**config.mk**
```make
export PLATFORM = sky130hd
export DESIGN_NAME = color_target_pixel_tracker_top
export DESIGN_NICKNAME = d
export VERILOG_FILES = /design/src/ctpt_pkg.sv /design/src/ctpt_color_test.sv /design/src/color_target_pixel_tracker_top.sv
export SDC_FILE = /design/constraint.sdc
export NUM_CORES = 1
export LEC_CHECK = 0
export BUFFER_PORTS_ARGS = -buffer_cell sky130_fd_sc_hd__buf_2
export CORE_MARGIN = 2
export CORE_UTILIZATION = 55
export DETAILED_ROUTE_END_ITERATION = 10
export HOLD_SLACK_MARGIN = 0.06
export PLACE_DENSITY = 0.81
export REMOVE_ABC_BUFFERS = 1
export SLEW_MARGIN = 15
export SYNTH_ARGS = -nofsm -noshare
export SYNTH_HDL_FRONTEND = slang
export SYNTH_HIERARCHICAL = 1
export SYNTH_SLANG_ARGS = --single-unit
```
**constraint.sdc**
```tcl
create_clock -name clk -period 12.37 [get_ports clk]
set_clock_uncertainty 0.05 [all_clocks]
set_input_delay 1.237 -clock clk [delete_from_list [all_inputs] [get_ports clk]]
set_output_delay 1.237 -clock clk [all_outputs]
set_load 0.005 [all_outputs]
```
**src/ctpt_pkg.sv**
```systemverilog
// ----------------------------------------------------------------------------
// ctpt_pkg
// shared types, constants and helpers of the color target pixel tracker
// ----------------------------------------------------------------------------
package ctpt_pkg;

  localparam int COL_BITS  = 11;
  localparam int ROW_BITS  = 10;
  localparam int CNT_BITS  = 20;
  localparam int PIX_BITS  = 8;
  localparam int ADDR_BITS = 4;

  localparam logic [CNT_BITS-1:0] CNT_MAX     = {CNT_BITS{1'b1}};
  localparam logic [PIX_BITS-1:0] IMPROVE_MAX = {PIX_BITS{1'b1}};

  typedef enum logic {
    MODE_RED  = 1'b0,
    MODE_BLUE = 1'b1
  } mode_t;

  // register indexes (byte address / 4)
  localparam logic [1:0] REG_COLOR_MODE  = 2'd0;
  localparam logic [1:0] REG_RED_LIMIT   = 2'd1;
  localparam logic [1:0] REG_BLUE_LIMIT  = 2'd2;

  localparam logic [PIX_BITS-1:0] RED_LIMIT_RST  = 8'd100;
  localparam logic [PIX_BITS-1:0] BLUE_LIMIT_RST = 8'd10;
  localparam logic [PIX_BITS-1:0] MARK_RED       = 8'd255;

  typedef logic signed [10:0] sval_t;

  // red test thresholds
  localparam logic [PIX_BITS-1:0] RED_R_MIN = 8'd140;
  localparam sval_t RED_GB_MAX = 11'sd80;
  localparam sval_t RED_OFS    = 11'sd70;

  // blue test thresholds, two alternative windows
  localparam logic [PIX_BITS-1:0] BLUE_B_MIN_A = 8'd90;
  localparam sval_t BLUE_OFS_A    = 11'sd30;
  localparam sval_t BLUE_GR_MAX_A = 11'sd40;
  localparam logic [PIX_BITS-1:0] BLUE_B_MIN_C = 8'd120;
  localparam sval_t BLUE_OFS_C    = 11'sd60;
  localparam sval_t BLUE_GR_MAX_C = 11'sd80;

  typedef struct packed {
    logic                is_match;
    logic [PIX_BITS-1:0] mark;
    logic [PIX_BITS-1:0] bright;
  } pix_eval_t;

  // floor(s/3) for s < 768 (8-bit result) via reciprocal 683/2048
  function automatic logic [PIX_BITS-1:0] div3(input logic [9:0] s);
    logic [20:0] p;
    p = {11'b0, s} * {10'b0, 11'd683};
    return p[18:11];
  endfunction

endpackage

```
**src/ctpt_color_test.sv**
```systemverilog
// ----------------------------------------------------------------------------
// ctpt_color_test
// red / blue color tests, marker value and brightness of one pixel
// ----------------------------------------------------------------------------
module ctpt_color_test
  import ctpt_pkg::*;
(
  input  logic [PIX_BITS-1:0] r,
  input  logic [PIX_BITS-1:0] g,
  input  logic [PIX_BITS-1:0] b,
  input  mode_t               mode,
  output pix_eval_t           eval
);

  sval_t rs, gs, bs;
  sval_t avg_rb, avg_rg, diff_gb, diff_gr;
  logic  red_ok, blue_a, blue_c, blue_ok;
  logic [8:0] sum_rb, sum_rg;
  logic [9:0] sum_rgb;

  assign rs = sval_t'({3'b0, r});
  assign gs = sval_t'({3'b0, g});
  assign bs = sval_t'({3'b0, b});

  assign sum_rb  = {1'b0, r} + {1'b0, b};
  assign sum_rg  = {1'b0, r} + {1'b0, g};
  assign sum_rgb = {2'b0, r} + {2'b0, g} + {2'b0, b};

  assign avg_rb  = sval_t'({3'b0, sum_rb[8:1]});
  assign avg_rg  = sval_t'({3'b0, sum_rg[8:1]});
  assign diff_gb = gs - bs;
  assign diff_gr = gs - rs;

  assign red_ok = (r > RED_R_MIN) && (diff_gb < RED_GB_MAX) && (avg_rb < (rs - RED_OFS));
  assign blue_a = (avg_rg < (bs - BLUE_OFS_A)) && (b > BLUE_B_MIN_A)
                  && (diff_gr < BLUE_GR_MAX_A);
  assign blue_c = (avg_rg < (bs - BLUE_OFS_C)) && (b > BLUE_B_MIN_C)
                  && (diff_gr < BLUE_GR_MAX_C);
  assign blue_ok = blue_a || blue_c;

  always_comb begin
    eval.bright = div3(sum_rgb);
    case (mode)
      MODE_BLUE: begin
        eval.is_match = blue_ok;
        eval.mark     = blue_ok ? ({b[6:0], 1'b0} - g - r) : '0;
      end
      default: begin
        eval.is_match = red_ok;
        eval.mark     = red_ok ? MARK_RED : '0;
      end
    endcase
  end

endmodule

```
**src/color_target_pixel_tracker_top.sv**
```systemverilog
// ----------------------------------------------------------------------------
// color_target_pixel_tracker_top
// per-pixel color target test with peak, first-match and match tracking
// ----------------------------------------------------------------------------
// usage:
//   in channel: one pixel word per in_valid/in_ready handshake (rgb, x, y,
//   start_of_frame). out channel: one result word per pixel on
//   out_valid/out_ready, in input order.
//   a word accepted into the input register is evaluated there against the
//   tracking state and then lands in the output register, which presents its
//   result.
//   throughput: one pixel per cycle when not stalled; tracking state feeds back
//   over one register stage, so back to back pixels see each other's updates.
//   stall: while out_ready is low the result stays put and the input
//   register holds one more pixel; in_ready then drops until the result
//   moves on.
//   start_of_frame clears peak, first-match and counters before that pixel.
//   reset: rst clears valid flags and tracking state and sets the registers
//   to color_mode red, red limit 100, blue limit 10. the user must write the
//   registers over the apb port only while no pixel is in flight; not enforced.
// ----------------------------------------------------------------------------
module color_target_pixel_tracker_top
  import ctpt_pkg::*;
(
  input  logic                 clk,
  input  logic                 rst,
  // pixel in
  input  logic                 in_valid,
  output logic                 in_ready,
  input  logic [PIX_BITS-1:0]  pix_red,
  input  logic [PIX_BITS-1:0]  pix_green,
  input  logic [PIX_BITS-1:0]  pix_blue,
  input  logic [COL_BITS-1:0]  pix_x,
  input  logic [ROW_BITS-1:0]  pix_y,
  input  logic                 start_of_frame,
  // result out
  output logic                 out_valid,
  input  logic                 out_ready,
  output logic                 is_match,
  output logic [PIX_BITS-1:0]  mark_value,
  output logic                 target_found,
  output logic [COL_BITS-1:0]  peak_x,
  output logic [ROW_BITS-1:0]  peak_y,
  output logic [COL_BITS-1:0]  first_x,
  output logic [ROW_BITS-1:0]  first_y,
  output logic [CNT_BITS-1:0]  match_total,
  // config
  input  logic                 psel,
  input  logic                 penable,
  input  logic                 pwrite,
  input  logic [ADDR_BITS-1:0] paddr,
  input  logic [31:0]          pwdata,
  output logic [31:0]          prdata,
  output logic                 pready
);

  // config registers
  mode_t               color_mode;
  logic [PIX_BITS-1:0] red_improve_limit;
  logic [PIX_BITS-1:0] blue_improve_limit;
  logic                cfg_write;

  // input register
  logic                s1_valid;
  logic [PIX_BITS-1:0] s1_red, s1_green, s1_blue;
  logic [COL_BITS-1:0] s1_x;
  logic [ROW_BITS-1:0] s1_y;
  logic                s1_sof;
  logic                s1_advance;

  // tracking state
  logic [PIX_BITS-1:0] peak_brightness, peak_brightness_next;
  logic [PIX_BITS-1:0] improve_count, improve_count_next;
  logic [COL_BITS-1:0] peak_col, peak_col_next;
  logic [ROW_BITS-1:0] peak_row, peak_row_next;
  logic [COL_BITS-1:0] first_col, first_col_next;
  logic [ROW_BITS-1:0] first_row, first_row_next;
  logic [CNT_BITS-1:0] match_count, match_count_next;
  logic                found_next;

  pix_eval_t           eval;

  // ---------------- config port ----------------
  assign pready    = 1'b1;
  assign cfg_write = psel && penable && pwrite && pready;

  always_ff @(posedge clk) begin
    if (rst) begin
      color_mode         <= MODE_RED;
      red_improve_limit  <= RED_LIMIT_RST;
      blue_improve_limit <= BLUE_LIMIT_RST;
    end else if (cfg_write) begin
      unique case (paddr[3:2])
        REG_COLOR_MODE: color_mode         <= mode_t'(pwdata[0]);
        REG_RED_LIMIT:  red_improve_limit  <= pwdata[PIX_BITS-1:0];
        REG_BLUE_LIMIT: blue_improve_limit <= pwdata[PIX_BITS-1:0];
        default: ;
      endcase
    end
  end

  always_comb begin
    unique case (paddr[3:2])
      REG_COLOR_MODE: prdata = {31'b0, color_mode};
      REG_RED_LIMIT:  prdata = {24'b0, red_improve_limit};
      REG_BLUE_LIMIT: prdata = {24'b0, blue_improve_limit};
      default:        prdata = '0;
    endcase
  end

  // ---------------- input register ----------------
  assign s1_advance = s1_valid && (!out_valid || out_ready);
  assign in_ready   = !s1_valid || s1_advance;

  always_ff @(posedge clk) begin
    if (rst) begin
      s1_valid <= 1'b0;
    end else if (in_ready) begin
      s1_valid <= in_valid;
    end
  end

  always_ff @(posedge clk) begin
    if (in_valid && in_ready) begin
      s1_red   <= pix_red;
      s1_green <= pix_green;
      s1_blue  <= pix_blue;
      s1_x     <= pix_x;
      s1_y     <= pix_y;
      s1_sof   <= start_of_frame;
    end
  end

  // ---------------- evaluation ----------------
  ctpt_color_test u_color_test (
    .r    (s1_red),
    .g    (s1_green),
    .b    (s1_blue),
    .mode (color_mode),
    .eval (eval)
  );

  always_comb begin
    if (s1_sof) begin
      peak_brightness_next = '0;
      improve_count_next   = '0;
      peak_col_next        = '0;
      peak_row_next        = '0;
      first_col_next       = '0;
      first_row_next       = '0;
      match_count_next     = '0;
    end else begin
      peak_brightness_next = peak_brightness;
      improve_count_next   = improve_count;
      peak_col_next        = peak_col;
      peak_row_next        = peak_row;
      first_col_next       = first_col;
      first_row_next       = first_row;
      match_count_next     = match_count;
    end
    if (eval.is_match) begin
      if (improve_count_next == '0) begin
        first_col_next = s1_x;
        first_row_next = s1_y;
      end
      if (match_count_next != CNT_MAX) begin
        match_count_next = match_count_next + 1'b1;
      end
      if (eval.bright > peak_brightness_next) begin
        peak_brightness_next = eval.bright;
        peak_col_next        = s1_x;
        peak_row_next        = s1_y;
        if (improve_count_next != IMPROVE_MAX) begin
          improve_count_next = improve_count_next + 1'b1;
        end
      end
    end
    case (color_mode)
      MODE_BLUE: found_next = improve_count_next >= blue_improve_limit;
      default:   found_next = improve_count_next > red_improve_limit;
    endcase
  end

  always_ff @(posedge clk) begin
    if (rst) begin
      peak_brightness <= '0;
      improve_count   <= '0;
      peak_col        <= '0;
      peak_row        <= '0;
      first_col       <= '0;
      first_row       <= '0;
      match_count     <= '0;
    end else if (s1_advance) begin
      peak_brightness <= peak_brightness_next;
      improve_count   <= improve_count_next;
      peak_col        <= peak_col_next;
      peak_row        <= peak_row_next;
      first_col       <= first_col_next;
      first_row       <= first_row_next;
      match_count     <= match_count_next;
    end
  end

  // ---------------- result register ----------------
  always_ff @(posedge clk) begin
    if (rst) begin
      out_valid <= 1'b0;
    end else if (!out_valid || out_ready) begin
      out_valid <= s1_valid;
    end
  end

  always_ff @(posedge clk) begin
    if (s1_advance) begin
      is_match     <= eval.is_match;
      mark_value   <= eval.mark;
      target_found <= found_next;
      peak_x       <= peak_col_next;
      peak_y       <= peak_row_next;
      first_x      <= first_col_next;
      first_y      <= first_row_next;
      match_total  <= match_count_next;
    end
  end

  // ---------------- assertions ----------------
  a_no_mark_without_match : assert property (@(posedge clk) disable iff (rst)
    out_valid && !is_match |-> mark_value == '0)
    else $error("mark value set on a non-matching pixel");

  a_match_counted : assert property (@(posedge clk) disable iff (rst)
    out_valid && is_match |-> match_total != '0)
    else $error("matching pixel not counted");

  a_improve_le_match : assert property (@(posedge clk) disable iff (rst)
    match_count != CNT_MAX |-> {{(CNT_BITS-PIX_BITS){1'b0}}, improve_count} <= match_count)
    else $error("more peak improvements than matches");

  a_ready_when_out_free : assert property (@(posedge clk) disable iff (rst)
    !out_valid |-> in_ready)
    else $error("input stalled with an empty result register");

endmodule

```
==> results_dict.tcl <==
set metrics [dict create \
    status "finished clean" \
    yosysTopAreaCell "edfxtp_1" \
    yosysTopAreaCellShare_pct 24.9 \
    cts_resized 0 \
    synth_cell_types 74 \
    drv_slew 0 \
    clockBufferDepth 3 \
    hold_path_class "reg -> reg" \
    hold_viol_final 0 \
    io_pins 196 \
    hold_buffers 0 \
    syn_inst 1472 \
    vias_per_cell 5.62 \
    wl_per_cell_um 16.0 \
    post_synth.cell_area_avg_um2 9.67 \
    cap_violations 0 \
    synthTopCellsByArea "edfxtp_1, ha_1, dfxtp_1" \
    first_pass_iters 5 \
    num_vias 10894 \
    die_y_um 165 \
    cts_buffers 24 \
    start_kind "register" \
    placed_area_mm2 0.0151 \
    max_freq_mhz 95.4 \
    grt_pass1_vias 10760 \
    drcViolationCount 0 \
    worstMarginPinSlew_ns 1.10 \
    drive_gt1_share_pct 14.4 \
    rows 58 \
    syn-cell-area_mm2 0.0142 \
    path_delay_family "adder cells" \
    nets 1880 \
    grtUsageTotal_pct 22.8 \
    post_cts_buffers 0 \
    ys_ff_latch 215 \
    yosys-top-cells-count "ha_1, edfxtp_1, nor2_1" \
    critPathArrivalTime_ns 10.73 \
    rsz0062_at_grt "false" \
    required_ns 12.62 \
    start_util_pct 56.2 \
    cts_max_level 1 \
    coreArea_mm2 0.0253 \
    dieArea_mm2 0.0272 \
    path_class "reg -> reg" \
    cp-end-kind "register" \
    tns_ns 0 \
    routed_wirelength_mm 31.0 \
    globalRouteOverflowTotal 0 \
    setup_viol 0 \
    min_period_over_period_pct 84.7 \
    ys_seq_area_share_pct 38.5 \
    antenna_found_initial 1 \
    path_buf_inv 4 \
    areaGrowthSynthToFinish_pct 11.4 \
    synthFlopType "edfxtp_1" \
    layout_min_cycle_time_ns 10.48 \
    gp_congestion 0.873 \
    final_core_util_pct 62.6 \
    grt_first_pass_wirelength_mm 50.6 \
    yosysWarnings 6 \
    yosysMostFrequentCell "ha_1" \
    clock_latency_ns 0.54 \
    design_area_mm2 0.0159 \
    cp_max_fo 9 \
    cts_tree "yes" \
    fillCellCount 2033 \
    die-width_um 165 \
    max_stage_delay_ns 0.60 \
    path_clk_slew_ns 0.06 \
    clock_sinks 215 \
    drtIter0Drc 907 \
    relSlewSlack_pct 26.4 \
    dp_hpwl_mm 21.6 \
    antenna_cells 0 \
    grt_max_degree 97 \
    slowest_stage "edfxtp_1" \
    synthArstFlopShare_pct 0 \
    portBuffers 144 \
    drtAntennaViolNets 0 \
    synth_edf_count 118 \
    root_buffer "clkbuf_16" \
]
==> final timing paths <==
path	slack (ns)	depth (start not counted)	end	start
worst max-delay path	1.89	40	target_found	s1_blue[1]
worst min-delay path	0.42	2	peak_brightness[0]	peak_brightness[0]
worst max register to register	1.89	40	target_found	s1_blue[1]
worst min register to register	0.42	2	peak_brightness[0]	peak_brightness[0]
==> worst register-to-register path, delay by kind of cell, from the launching register on <==
| kind | cells | cell delay (ns) |
|---|---|---|
| fa+ha+maj | 11 | 4.26 |
| compound gates | 13 | 2.73 |
| simple gates | 9 | 1.67 |
| xor+xnor | 3 | 0.61 |
| flops | 1 | 0.60 |
| buf+inv | 4 | 0.34 |
==> stage by stage <==
stage | hold WS (ns) | instances | setup slack (ns)
2_1_floorplan | 0.389 | 1409 | 2.34
3_3_place_gp | 0.405 | 1893 | 2.35
3_5_place_dp | 0.412 | 1893 | 2.05
4_1_cts | 0.420 | 1937 | 1.97
5_1_grt | 0.435 | 1937 | 1.15
6_report | 0.420 | 1937 | 1.89
==> metal layers <==
| metal | global-route usage, % | vias to the layer above | routed length, um |
|---|---|---|---|
| met2 | 40.1 | 355 | 15100 |
| met1 | 29.0 | 5153 | 13200 |
| met3 | 3.24 | 72 | 1760 |
| li1 | - | 5312 | - |
| met5 | 0 | - | 13 |
| met4 | 7.51 | 2 | 915 |
==> layout by cell type (no fill, tap or decap), types with 4 or more instances in the layout <==
master / instances
edfxtp_1: 118
buf_4: 11
a21o_1: 24
nand2b_1: 12
nor3b_1: 4
nand3b_1: 4
nor3_1: 31
and3_1: 9
o21bai_1: 10
conb_1: 25
o21ai_0: 77
dfxtp_1: 97
nand3_1: 45
o21a_1: 7
clkbuf_1: 10
inv_1: 112
a31oi_1: 12
nor4_1: 4
nand2_1: 105
nor2_1: 117
o21ai_1: 16
a22o_1: 7
fa_1: 38
or3_1: 9
a21oi_1: 98
clkbuf_16: 24
xnor2_1: 55
mux2_2: 22
a211o_1: 7
nor2b_1: 52
o211ai_1: 5
a211oi_1: 4
buf_2: 143
nand4_1: 15
ha_1: 164
mux2i_1: 19
xor2_1: 24
or4_1: 4
==> final cells by class <==
cell class | instances | area [um^2] | share of cell area [%]
Timing Repair Buffer | 154 | 798 | 5.03
Inverter | 114 | 430 | 2.71
Clock inverter | 7 | 50.0 | 0.316
Tap cell | 330 | 413 | 2.60
Sequential cell | 215 | 5490 | 34.6
Multi-Input combinational cell | 1080 | 8000 | 50.5
Clock buffer | 37 | 679 | 4.28
==> kinds of logic after synthesis <==
logic type | count (synthesis) | share of synthesized area (%)
AO/OA/AOI/OAI | 300 | 12.8
XOR/XNOR | 79 | 4.86
adder cells (fa/ha/maj) | 202 | 19.8
buffers and inverters | 200 | 5.98
flip-flops | 215 | 38.5
multiplexers | 41 | 3.08
other | 2 | 0.0528
AND/OR/NAND/NOR | 433 | 14.9
==> sequential cells by signal, indices dropped and copies added (netlist names), 10 cells and up <==
name         flops
peak_y          10
peak_row        10
match_count     20
first_col       11
peak_col        11
match_total     20
first_x         11
peak_x          11
s1_x            11
s1_y            10
first_y         10
first_row       10
Power is not shown: default switching activity piles up to over one toggle a cycle in this logic, so the estimate is an artifact.
